### config.mk
export PLATFORM = sky130hd
export DESIGN_NAME = periodic_task_tick_scheduler_core
export DESIGN_NICKNAME = d
export VERILOG_FILES = /design/src/rtl/core/ptts_pkg.sv /design/src/rtl/core/ptts_seq.sv /design/src/rtl/core/ptts_dp.sv /design/src/rtl/core/periodic_task_tick_scheduler_core.sv
export SDC_FILE = /design/constraint.sdc
export NUM_CORES = 1
export LEC_CHECK = 0
export ABC_CLOCK_PERIOD_IN_PS = 7700
export BUFFER_PORTS_ARGS = -buffer_cell sky130_fd_sc_hd__buf_2
export CAP_MARGIN = 10
export CORE_UTILIZATION = 40
export DETAILED_ROUTE_END_ITERATION = 10
export GPL_TIMING_DRIVEN = 0
export PLACE_DENSITY = 0.56
export SYNTH_ARGS = -nofsm -noshare
export SYNTH_HDL_FRONTEND = slang
export SYNTH_SLANG_ARGS = --single-unit
### constraint.sdc
create_clock -name clk -period 7.7 [get_ports clk]
set_input_delay 0.77 -clock clk [delete_from_list [all_inputs] [get_ports clk]]
set_output_delay 0.77 -clock clk [all_outputs]
set_load 0.01 [all_outputs]
### src/rtl/core/ptts_pkg.sv
// ----------------------------------------------------------------------------
// ptts_pkg
// Shared types, constants and the control store of the tick scheduler.
// ----------------------------------------------------------------------------
package ptts_pkg;

  localparam int MAX_RESULTS = 8;
  localparam int CNT_W       = 4;
  localparam int DLY_W       = 16;
  localparam int TASK_W      = 3;
  localparam int SLOT_W      = 8;
  localparam int IN_DATA_W   = 48;
  localparam int OUT_DATA_W  = 8;

  typedef enum logic [1:0] {
    KIND_CREATE = 2'd0,
    KIND_DUE    = 2'd1,
    KIND_IDLE   = 2'd2
  } kind_t;

  typedef enum logic [2:0] {
    STEP_FETCH  = 3'd0,
    STEP_PRIME  = 3'd1,
    STEP_EVAL   = 3'd2,
    STEP_CREATE = 3'd3,
    STEP_FINAL  = 3'd4
  } step_t;

  typedef enum logic [1:0] {
    JMP_ALWAYS  = 2'd0,
    JMP_FETCH   = 2'd1,
    JMP_OUTFREE = 2'd2,
    JMP_EVAL    = 2'd3
  } jump_t;

  typedef struct packed {
    logic  accept;
    logic  eval;
    logic  emit_create;
    logic  emit_final;
    jump_t jump;
    step_t target;
  } ctrl_t;

  typedef struct packed {
    logic in_hs;
    logic is_create;
    logic stall;
    logic last_slot;
    logic out_free;
  } dp_status_t;

  // control store: one word per step
  function automatic ctrl_t ucode(step_t s);
    ctrl_t w;
    w = '{accept: 1'b1, eval: 1'b0, emit_create: 1'b0, emit_final: 1'b0,
          jump: JMP_FETCH, target: STEP_CREATE};
    case (s)
      STEP_FETCH: begin
        w = '{accept: 1'b1, eval: 1'b0, emit_create: 1'b0, emit_final: 1'b0,
              jump: JMP_FETCH, target: STEP_CREATE};
      end
      STEP_PRIME: begin
        w = '{accept: 1'b0, eval: 1'b0, emit_create: 1'b0, emit_final: 1'b0,
              jump: JMP_ALWAYS, target: STEP_EVAL};
      end
      STEP_EVAL: begin
        w = '{accept: 1'b0, eval: 1'b1, emit_create: 1'b0, emit_final: 1'b0,
              jump: JMP_EVAL, target: STEP_FINAL};
      end
      STEP_CREATE: begin
        w = '{accept: 1'b0, eval: 1'b0, emit_create: 1'b1, emit_final: 1'b0,
              jump: JMP_OUTFREE, target: STEP_FETCH};
      end
      STEP_FINAL: begin
        w = '{accept: 1'b0, eval: 1'b0, emit_create: 1'b0, emit_final: 1'b1,
              jump: JMP_OUTFREE, target: STEP_FETCH};
      end
      default: begin
        w = '{accept: 1'b0, eval: 1'b0, emit_create: 1'b0, emit_final: 1'b0,
              jump: JMP_ALWAYS, target: STEP_FETCH};
      end
    endcase
    return w;
  endfunction

endpackage

### src/rtl/core/ptts_seq.sv
// ----------------------------------------------------------------------------
// ptts_seq
// Step counter and control store lookup with conditional jumps.
// ----------------------------------------------------------------------------
module ptts_seq (
  input  logic                clk,
  input  logic                rst_n,
  input  ptts_pkg::dp_status_t sts,
  output ptts_pkg::ctrl_t     ctrl
);
  import ptts_pkg::*;

  step_t step_r;
  step_t step_nxt;

  assign ctrl = ucode(step_r);

  always_comb begin
    step_nxt = step_r;
    case (ctrl.jump)
      JMP_ALWAYS: begin
        step_nxt = ctrl.target;
      end
      JMP_FETCH: begin
        if (sts.in_hs) begin
          step_nxt = sts.is_create ? ctrl.target : step_t'(3'(step_r) + 3'd1);
        end
      end
      JMP_OUTFREE: begin
        if (sts.out_free) begin
          step_nxt = ctrl.target;
        end
      end
      JMP_EVAL: begin
        if (!sts.stall && sts.last_slot) begin
          step_nxt = ctrl.target;
        end
      end
      default: begin
        step_nxt = STEP_FETCH;
      end
    endcase
  end

  always_ff @(posedge clk) begin
    if (!rst_n) begin
      step_r <= STEP_FETCH;
    end else begin
      step_r <= step_nxt;
    end
  end

endmodule

### src/rtl/core/ptts_dp.sv
// ----------------------------------------------------------------------------
// ptts_dp
// Slot table, slot walker and result register driven by the control word.
// ----------------------------------------------------------------------------
module ptts_dp #(
  parameter int TASK_SLOTS = 8
) (
  input  logic                          clk,
  input  logic                          rst_n,
  input  ptts_pkg::ctrl_t               ctrl,
  output ptts_pkg::dp_status_t          sts,
  input  logic                          in_tvalid,
  output logic                          in_tready,
  input  logic [ptts_pkg::IN_DATA_W-1:0] in_tdata,
  input  logic                          in_tuser,
  output logic                          out_tvalid,
  input  logic                          out_tready,
  output logic [ptts_pkg::OUT_DATA_W-1:0] out_tdata,
  output logic [1:0]                    out_tuser,
  output logic                          out_tlast
);
  import ptts_pkg::*;

  localparam int IDX_W = (TASK_SLOTS > 1) ? $clog2(TASK_SLOTS) : 1;
  localparam int ENT_W = 2 * DLY_W;

  // {reload period, remaining delay}
  logic [ENT_W-1:0]  mem [TASK_SLOTS];
  logic [ENT_W-1:0]  rd_q;
  logic [IDX_W-1:0]  rd_addr;
  logic              wr_en;
  logic [IDX_W-1:0]  wr_addr;
  logic [ENT_W-1:0]  wr_data;

  logic [TASK_SLOTS-1:0] active_r, active_nxt;

  logic [SLOT_W-1:0] slot_r;
  logic [DLY_W-1:0]  period_r;
  logic [DLY_W-1:0]  first_r;
  logic              handler_r;

  logic [IDX_W-1:0]  idx_r, idx_nxt;
  logic [CNT_W-1:0]  cnt_r, cnt_nxt;
  logic              pend_v_r, pend_v_nxt;
  logic [IDX_W-1:0]  pend_r, pend_nxt;

  logic              out_valid_r, out_valid_nxt;
  kind_t             out_kind_r, out_kind_nxt;
  logic              out_status_r, out_status_nxt;
  logic [TASK_W-1:0] out_task_r, out_task_nxt;
  logic              out_last_r, out_last_nxt;

  logic              in_hs;
  logic              out_free;
  logic              last_slot;
  logic              slot_act;
  logic [DLY_W-1:0]  cur_dly;
  logic [DLY_W-1:0]  cur_per;
  logic              due;
  logic              report;
  logic              stall;
  logic              advance;
  logic              create_ok;
  logic [DLY_W-1:0]  new_dly;
  logic [IDX_W+TASK_W-1:0] pend_ext;

  assign in_tready = ctrl.accept;
  assign in_hs     = in_tvalid & ctrl.accept;
  assign out_free  = !out_valid_r || out_tready;
  assign last_slot = (idx_r == IDX_W'(TASK_SLOTS - 1));

  assign slot_act  = active_r[idx_r];
  assign cur_dly   = rd_q[DLY_W-1:0];
  assign cur_per   = rd_q[ENT_W-1:DLY_W];
  assign due       = ctrl.eval && slot_act && (cur_dly == '0);
  assign report    = due && (cnt_r < CNT_W'(MAX_RESULTS));
  // a second reported slot pushes the held one out
  assign stall     = report && pend_v_r && !out_free;
  assign advance   = ctrl.eval && !stall;
  assign new_dly   = due ? (cur_per - DLY_W'(1)) : (cur_dly - DLY_W'(1));
  assign create_ok = (slot_r < SLOT_W'(TASK_SLOTS)) && handler_r;
  assign pend_ext  = {{TASK_W{1'b0}}, pend_r};

  assign sts = '{in_hs: in_hs, is_create: in_tuser, stall: stall,
                 last_slot: last_slot, out_free: out_free};

  always_comb begin
    rd_addr = idx_r;
    if (advance && !last_slot) begin
      rd_addr = idx_r + IDX_W'(1);
    end
  end

  always_comb begin
    wr_en   = 1'b0;
    wr_addr = idx_r;
    wr_data = {cur_per, new_dly};
    active_nxt = active_r;
    if (ctrl.emit_create && out_free && create_ok) begin
      wr_en   = 1'b1;
      wr_addr = slot_r[IDX_W-1:0];
      wr_data = {period_r, first_r};
      active_nxt[slot_r[IDX_W-1:0]] = 1'b1;
    end else if (advance && slot_act) begin
      wr_en = 1'b1;
    end
  end

  always_comb begin
    idx_nxt        = idx_r;
    cnt_nxt        = cnt_r;
    pend_v_nxt     = pend_v_r;
    pend_nxt       = pend_r;
    out_valid_nxt  = out_valid_r && !out_tready;
    out_kind_nxt   = out_kind_r;
    out_status_nxt = out_status_r;
    out_task_nxt   = out_task_r;
    out_last_nxt   = out_last_r;
    if (in_hs) begin
      idx_nxt    = '0;
      cnt_nxt    = '0;
      pend_v_nxt = 1'b0;
    end
    if (advance) begin
      if (!last_slot) begin
        idx_nxt = idx_r + IDX_W'(1);
      end
      if (report) begin
        if (pend_v_r) begin
          out_valid_nxt  = 1'b1;
          out_kind_nxt   = KIND_DUE;
          out_status_nxt = 1'b0;
          out_task_nxt   = pend_ext[TASK_W-1:0];
          out_last_nxt   = 1'b0;
        end
        pend_v_nxt = 1'b1;
        pend_nxt   = idx_r;
        cnt_nxt    = cnt_r + CNT_W'(1);
      end
    end
    if (ctrl.emit_create && out_free) begin
      out_valid_nxt  = 1'b1;
      out_kind_nxt   = KIND_CREATE;
      out_status_nxt = !create_ok;
      out_task_nxt   = '0;
      out_last_nxt   = 1'b1;
    end
    if (ctrl.emit_final && out_free) begin
      out_valid_nxt  = 1'b1;
      out_kind_nxt   = pend_v_r ? KIND_DUE : KIND_IDLE;
      out_status_nxt = 1'b0;
      out_task_nxt   = pend_v_r ? pend_ext[TASK_W-1:0] : '0;
      out_last_nxt   = 1'b1;
    end
  end

  always_ff @(posedge clk) begin
    if (wr_en) begin
      mem[wr_addr] <= wr_data;
    end
    rd_q <= mem[rd_addr];
  end

  always_ff @(posedge clk) begin
    if (!rst_n) begin
      active_r    <= '0;
      out_valid_r <= 1'b0;
      pend_v_r    <= 1'b0;
      idx_r       <= '0;
      cnt_r       <= '0;
    end else begin
      active_r    <= active_nxt;
      out_valid_r <= out_valid_nxt;
      pend_v_r    <= pend_v_nxt;
      idx_r       <= idx_nxt;
      cnt_r       <= cnt_nxt;
    end
  end

  always_ff @(posedge clk) begin
    if (in_hs) begin
      slot_r    <= in_tdata[7:0];
      period_r  <= in_tdata[23:8];
      first_r   <= in_tdata[39:24];
      handler_r <= in_tdata[40];
    end
    pend_r       <= pend_nxt;
    out_kind_r   <= out_kind_nxt;
    out_status_r <= out_status_nxt;
    out_task_r   <= out_task_nxt;
    out_last_r   <= out_last_nxt;
  end

  assign out_tvalid = out_valid_r;
  assign out_tdata  = {{(OUT_DATA_W - TASK_W - 1){1'b0}}, out_task_r, out_status_r};
  assign out_tuser  = out_kind_r;
  assign out_tlast  = out_last_r;

endmodule

### src/rtl/core/periodic_task_tick_scheduler_core.sv
// ----------------------------------------------------------------------------
// periodic_task_tick_scheduler_core
// Time-triggered cooperative scheduler: per-slot countdown timers, walked
// slot by slot under a small control store.
// ----------------------------------------------------------------------------
//  channel | dir | payload
//  --------+-----+---------------------------------------------------------
//  in_     | in  | tuser: cmd; tdata: slot, period, first_delay, has_handler
//  out_    | out | tuser: kind; tdata: status, task_res; tlast: last
//
//  a create beat runs fetch, then table write with answer
//  a tick beat runs fetch, table read prime, a walk over the slots in turn
//  through one table read port and one table write port, final result
//  a held result register stalls the walk only when another due slot appears
//  reset clears the active bits at once; no clearing pass over the table
// ----------------------------------------------------------------------------
module periodic_task_tick_scheduler_core #(
  parameter int TASK_SLOTS = 8
) (
  input  logic        clk,
  input  logic        rst_n,
  input  logic        in_tvalid,
  output logic        in_tready,
  // [7:0] slot, [23:8] period, [39:24] first_delay, [40] has_handler
  input  logic [47:0] in_tdata,
  // [0] cmd
  input  logic        in_tuser,
  output logic        out_tvalid,
  input  logic        out_tready,
  // [0] status, [3:1] task_res
  output logic [7:0]  out_tdata,
  // [1:0] kind
  output logic [1:0]  out_tuser,
  output logic        out_tlast
);
  import ptts_pkg::*;

  ctrl_t      ctrl;
  dp_status_t sts;

  ptts_seq u_seq (
    .clk   (clk),
    .rst_n (rst_n),
    .sts   (sts),
    .ctrl  (ctrl)
  );

  ptts_dp #(
    .TASK_SLOTS (TASK_SLOTS)
  ) u_dp (
    .clk        (clk),
    .rst_n      (rst_n),
    .ctrl       (ctrl),
    .sts        (sts),
    .in_tvalid  (in_tvalid),
    .in_tready  (in_tready),
    .in_tdata   (in_tdata),
    .in_tuser   (in_tuser),
    .out_tvalid (out_tvalid),
    .out_tready (out_tready),
    .out_tdata  (out_tdata),
    .out_tuser  (out_tuser),
    .out_tlast  (out_tlast)
  );

  a_create_last: assert property (@(posedge clk) disable iff (!rst_n)
    (out_tvalid && out_tuser == KIND_CREATE) |-> out_tlast)
    else $error("create answer without last");

  a_status_zero: assert property (@(posedge clk) disable iff (!rst_n)
    (out_tvalid && out_tuser != KIND_CREATE) |-> !out_tdata[0])
    else $error("status set on a tick result");

  a_stall_holds: assert property (@(posedge clk) disable iff (!rst_n)
    (ctrl.eval && sts.stall) |=> ctrl.eval)
    else $error("slot walk left while stalled");

endmodule

==> Word level (Yosys, flattened, before mapping) <==
Memories as Yosys holds them, arrays and structs flattened. A register that Yosys moved wholly into a read port is not among the register bits.
Index checks and enable logic that the tools add are counted.
{ "totals": {"reg_bits": 71, "ramBits": 256, "input_bits": 53, "word_cells": 124, "mem_count": 1} }
{ "mem_list": {"columns": ["memory", "words", "word_bits", "rd", "rd_ports_with_merged_regs", "wr", "line_no", "rtl"], "rows": [
  ["u_dp.mem", 8, 32, 1, 1, 1, "ptts_dp.sv:28", "logic [ENT_W-1:0] mem [TASK_SLOTS];"]
]} }
{ "op_classes": {"addsub": 5, "n_lt_le_gt_ge": 5, "n_eq_ne": 11, "mux": 48, "n_bitwise": 2, "n_reduce_logical": 37} }
{ "op_table": {"columns": ["operator", "n"], "rows": [
  ["2-to-1 mux 3 bit", 15],
  ["one-hot mux 9 bit (5 select lines)", 1],
  ["2-to-1 mux 32 bit", 1],
  ["subtractor 16 x 1 -> 16 bit, second input constant", 2],
  ["2-to-1 mux 1 bit", 18],
  ["zero test 16 bit", 1],
  ["2-to-1 mux 16 bit", 1],
  ["logical AND 1 bit", 15],
  ["2-to-1 mux 2 bit", 6],
  ["2-to-1 mux 4 bit", 3],
  ["one-hot mux 3 bit (4 select lines)", 1],
  ["AND reduction 3 bit", 4],
  ["nonzero test 3 bit", 3],
  ["less-than comparator 3 x 4 -> 1 bit, second input constant", 2],
  ["less-than comparator 8 x 4 -> 1 bit, second input constant", 1],
  ["bitwise OR 8 bit", 1],
  ["adder 3 x 1 -> 3 bit, second input constant", 2],
  ["equality test 3 x 2 -> 1 bit, second input constant", 2],
  ["equality test 3 bit, second input constant", 2],
  ["zero test 1 bit", 6],
  ["!= test 2 x 1 -> 1 bit, second input constant", 3],
  ["nonzero test 2 bit", 3],
  ["adder 4 x 1 -> 4 bit, second input constant", 1],
  ["equality test 2 bit, second input constant", 2],
  ["other kinds (12)", 12]
]} }

==> Depth between registers and ports, before layout <==
{ "logic_depth": {"word_depth": 14, "ltp_mapped": 15, "mapped_depth_nobuf": 13} }

==> Modules after synthesis <==
Synthesis repeated with hierarchy kept, for this count alone.
{ "unflattened": {"cells_unflattened": 1235, "hier_area_um2": 15616.2} }
{ "by_module_without_submodules": {"columns": ["mod", "instances", "cells_per_inst", "area_per_inst_um2", "seq_area_each_um2"], "rows": [
  ["ptts_dp", 1, 1191, 15243.4, 10179.8],
  ["ptts_seq", 1, 44, 372.9, 60.1]
]} }

==> Worst setup path before layout <==
No wires, ideal clock.
{ "synth_timing": {"path_type": "reg-to-reg", "startpoint": "reg u_dp.idx_r[0]", "endpoint": "mem u_dp.mem[0][14] in the netlist's numbering, data pin", "setup_ns": 0.237, "arrival_time_ns": 3.800, "setup_slack_ns": 3.663, "stages_incl_launch_ff": 15, "path_buffers": 3, "synth_period_minus_slack_ns": 4.037, "path_cell_list": "dfxtp_1 -> buf_2 -> mux2i_1 -> a22oi_1 -> and4_1 -> buf_2 -> clkbuf_1 -> a21oi_1 -> ha_1 -> or4b_1 -> or3_1 -> nor4_1 -> o211ai_1 -> or3b_1 -> a31oi_1"} }
{ "synth_via": {"elab_chain_cells": 6} }
{ "synth_lines": {"columns": ["element", "line_no", "rtl"], "rows": [
  ["start, declared", "ptts_dp.sv:42", "logic [IDX_W-1:0] idx_r, idx_nxt;"],
  ["start signal, assigned", "ptts_dp.sv:175", "idx_r <= idx_nxt;"],
  ["binary-select mux 1 bit (select 3 bit)", "ptts_dp.sv:72", "assign slot_act = active_r[idx_r];"],
  ["2-to-1 mux 1 bit (not written as such)", "ptts_dp.sv:72", null],
  ["logical AND 1 bit (2 in a row)", "ptts_dp.sv:75", "assign due = ctrl.eval && slot_act && (cur_dly == '0);"],
  ["2-to-1 mux 16 bit", "ptts_dp.sv:80", "assign new_dly = due ? (cur_per - DLY_W'(1)) : (cur_dly - DLY_W'(1));"],
  ["2-to-1 mux 32 bit", "ptts_dp.sv:99", "if (ctrl.emit_create && out_free && create_ok) begin"],
  ["via u_dp.wr_data[14]", "ptts_dp.sv:33", "logic [ENT_W-1:0] wr_data;"],
  ["end, declared", "ptts_dp.sv:28", null]
]} }
The timed path passes the listed nets, and every way through them passes these cells. The select of a mux whose other input is x is not followed.

==> Final worst setup path <==
{ "layout_timing": {"startpoint": "reg u_dp.idx_r[0]", "endpoint": "mem u_dp.mem[5][14] in the netlist's numbering, data pin"} }
Same word-level chain as after synthesis.

==> flow_summary.toml <==
[synthesis]
ys_top_cells_by_count = "305 x edfxtp_1, 160 x mux4_2, 72 x nand2_1"
synth_ff_type = "edfxtp_1"
synth-seq-cells = 359
syn-cell-area_mm2 = 0.0161
synth-xor-area-share = 0.00273
synth.area.top_cells = "edfxtp_1 57%, mux4_2 22%, dfxtp_1 6.7%"
synth_edf_count = 305
synth-simple-area-share = 0.0575
netlist.area_leader.share = 0.570
synth-compound-area-share = 0.0432
synth_top_family_by_area = "multiplexers"
synth_most_common_cell = "edfxtp_1"
synth.area.mux_share = 0.233
async_flop_share = 0
yosysSeqAreaShare = 0.638
synthAdderAreaFrac = 0.00701
netlist_instances = 915
synth_cell_type_count = 59
synth_area_per_cell_um2 = 17.6
ys_warn_count = 0
yosysTopAreaCell = "edfxtp_1"

[setup_path]
r2r_cells = 14
cpMostUsedCell = "buf_2"
cp_data_arrival_time_ns = 5.73
critPathMaxStageDelay_ns = 0.72
r2r-start = "u_dp.idx_r[0]"
worstPathCellList = "buf_2, mux2i_1, a22oi_1, and4_1, buf_2, clkbuf_1, a21oi_1, ha_1, or4b_1, or3_1, nor4_1, o211ai_1, or3b_1, a31oi_1"
crit_type = "reg2reg"
cp.buffers_inverters = 3
end_kind = "flip-flop"
start_kind = "flip-flop"
cp.required_ns = 7.94
critPathTopFamily = "simple AND/OR/NAND/NOR gates"
r2r-end = "u_dp.mem[5][14]"
rrSetupSlack_ns = 2.21
crit_start = "u_dp.idx_r[0]"
cp_slowest_cell = "a31oi_1"
crit_fanout = 10

[power_and_ir_drop]
cellLeakagePower_nw = 5.82
vdd_drop_max_v = 0.000150
pwr-share-clk = 0.342
power.density_mw_per_mm2 = 308
p_switching_mw = 1.63
p_seq_frac = 0.458
switching_share = 0.284
internal-power_mw = 4.11
comb_power_share = 0.200

[cts]
path_clk_slew_ns = 0.06
numCtsBuffers = 40
cts_sinks = 359
clock_latency_ns = 0.57
cts_buffer_depth = 3
cts_resized = 0
cts-root-buf = "clkbuf_16"
htree_levels = 2
cts_tree = "yes"
post_cts_buffers = 0
postCtsHoldBufs = 0

[die]
die-area_mm2 = 0.0410
core_area_mm2 = 0.0396
die_y_um = 202
num_io_pins = 66
rows = 73
die-width_um = 202
initial_core_util = 0.405

[timing]
final_hold_viol_count = 0
period_share = 0.713
worstMarginPinSlew_ns = 1.16
rsz0062_at_grt = "false"
finalSetupTns_ns = 0
slew_headroom = 0.222
finClkSkew_ns = 0.0242
fmax_mhz = 182
finalHoldWorstSlack_ns = 0.380
setup_violations = 0
min_period_ns = 5.49
drv_slew = 0

[routing]
wirelength_um = 40000
drt_iter0_markers = 809
drc_errors = 0
post_drt_wl_per_cell_um = 25.3
vias_per_cell = 5.77
drt_first_pass_iters = 5
final_antenna_net_count = 0
num_vias = 9120

[final_layout]
layout-drive-gt1-share = 0.302
nNetsFinal = 1085
area_growth_pct = 15.9
antenna_cells = 0

[worst_hold_path]
holdPathStages = 1
worstHoldStart = "in_tdata[23]"
holdPathEnd = "u_dp.period_r[15]"
hp-class = "in2reg"

[global_routing]
grt_overflow = 0
grt_pass1_vias = 9233
gr-usage-all-layers = 0.202
grt_pass1_wl_um = 59700
antenna_found_initial = 0
grt_max_degree = 24

[outcome]
outcome = "completed"

[placed_design]
dp_hpwl_um = 26400
routabilityCongestion = 0.859
io_buffers = 54

[flow_run]
cap_viol_max_count = 0
## state kept, by name, indices dropped and copies added (netlist names), 4 cells and up
signal and count:
u_dp.mem 256, u_dp.rd_q 32, u_dp.first_r 16, u_dp.period_r 16
u_dp.active_r 8, u_dp.slot_r 8, u_dp.cnt_r 4
## cell usage in the layout, fill, tap and decap left out, types with 8 or more instances in the layout
cell type  count
edfxtp_1     305
mux4_2       160
nand2_1       72
buf_2         58
dfxtp_1       54
nor2_1        45
clkbuf_1      41
clkbuf_16     40
a21oi_1       32
o21ai_0       18
nor3_1        13
buf_1         10
a31oi_1       10
inv_1          9
mux2i_1        9
ha_1           9
nor2_4         8
buf_12         8
## layer usage
layer | vias to the layer above | GRT usage | wire length, µm
met3 | 65 | 0.0313 | 2280
met5 | - | 0 | 0
met1 | 4752 | 0.287 | 18000
met2 | 309 | 0.313 | 18600
li1 | 3994 | - | -
met4 | 0 | 0.0771 | 1170
## worst register-to-register path: cells and delay by family (launching register included)
family          cells  cell delay [ns]
fa+ha+maj           1             0.24
compound gates      4             1.41
mux                 1             0.27
flops               1             0.45
simple gates        5             1.90
buf+inv             3             0.86
## worst max path at each step
stage / end / slack [ns] / cells past startpoint
3_5_place_dp: u_dp.mem[5][14] / 2.30 / 14
6_report: u_dp.mem[5][14] / 2.21 / 14
3_3_place_gp: u_dp.mem[2][20] / 1.24 / 9
5_1_grt: u_dp.mem[7][14] / 1.88 / 14
4_1_cts: u_dp.mem[5][14] / 2.30 / 14
2_1_floorplan: u_dp.mem[0][14] / 3.66 / 14
## cell type report
cell class / count / area (µm²)
Tap cell: 525 / 657
Buffer: 56 / 264
Clock buffer: 52 / 1090
Sequential cell: 359 / 10200
Clock inverter: 22 / 275
Multi-Input combinational cell: 492 / 5590
Inverter: 11 / 41.3
Fill cell: 3427 / 21000
Timing Repair Buffer: 63 / 458
## power by group through the flow
stage	sequential, mW	combinational (mW)	clock, mW
2_1_floorplan	2.57	0.830	0
3_3_place_gp	2.67	1.13	0
3_5_place_dp	2.66	1.16	0
4_1_cts	2.62	1.16	2.01
5_1_grt	2.64	1.26	2.08
6_report	2.63	1.15	1.96
## cells by family after synthesis
logic type / after synthesis
adder cells (fa/ha/maj): 9
XOR/XNOR: 5
AND/OR/NAND/NOR: 193
buffers and inverters: 67
AO/OA/AOI/OAI: 108
flip-flops: 359
multiplexers: 173
other: 1
## stage by stage
step | total power [mW] | worst slack (ns) | util | instance area [µm²] | cells
after floorplan | 3.40 | 3.66 | - | 16100 | 918
after global placement | 3.80 | 1.24 | 0.429 | 17000 | 1497
after detailed placement | 3.82 | 2.30 | 0.435 | 17200 | 1506
after CTS | 5.79 | 2.30 | 0.469 | 18600 | 1580
after global routing | 5.97 | 1.88 | 0.469 | 18600 | 1580
final | 5.74 | 2.21 | 0.469 | 18600 | 1580
No activity file was read; power rests on OpenSTA's default activity.
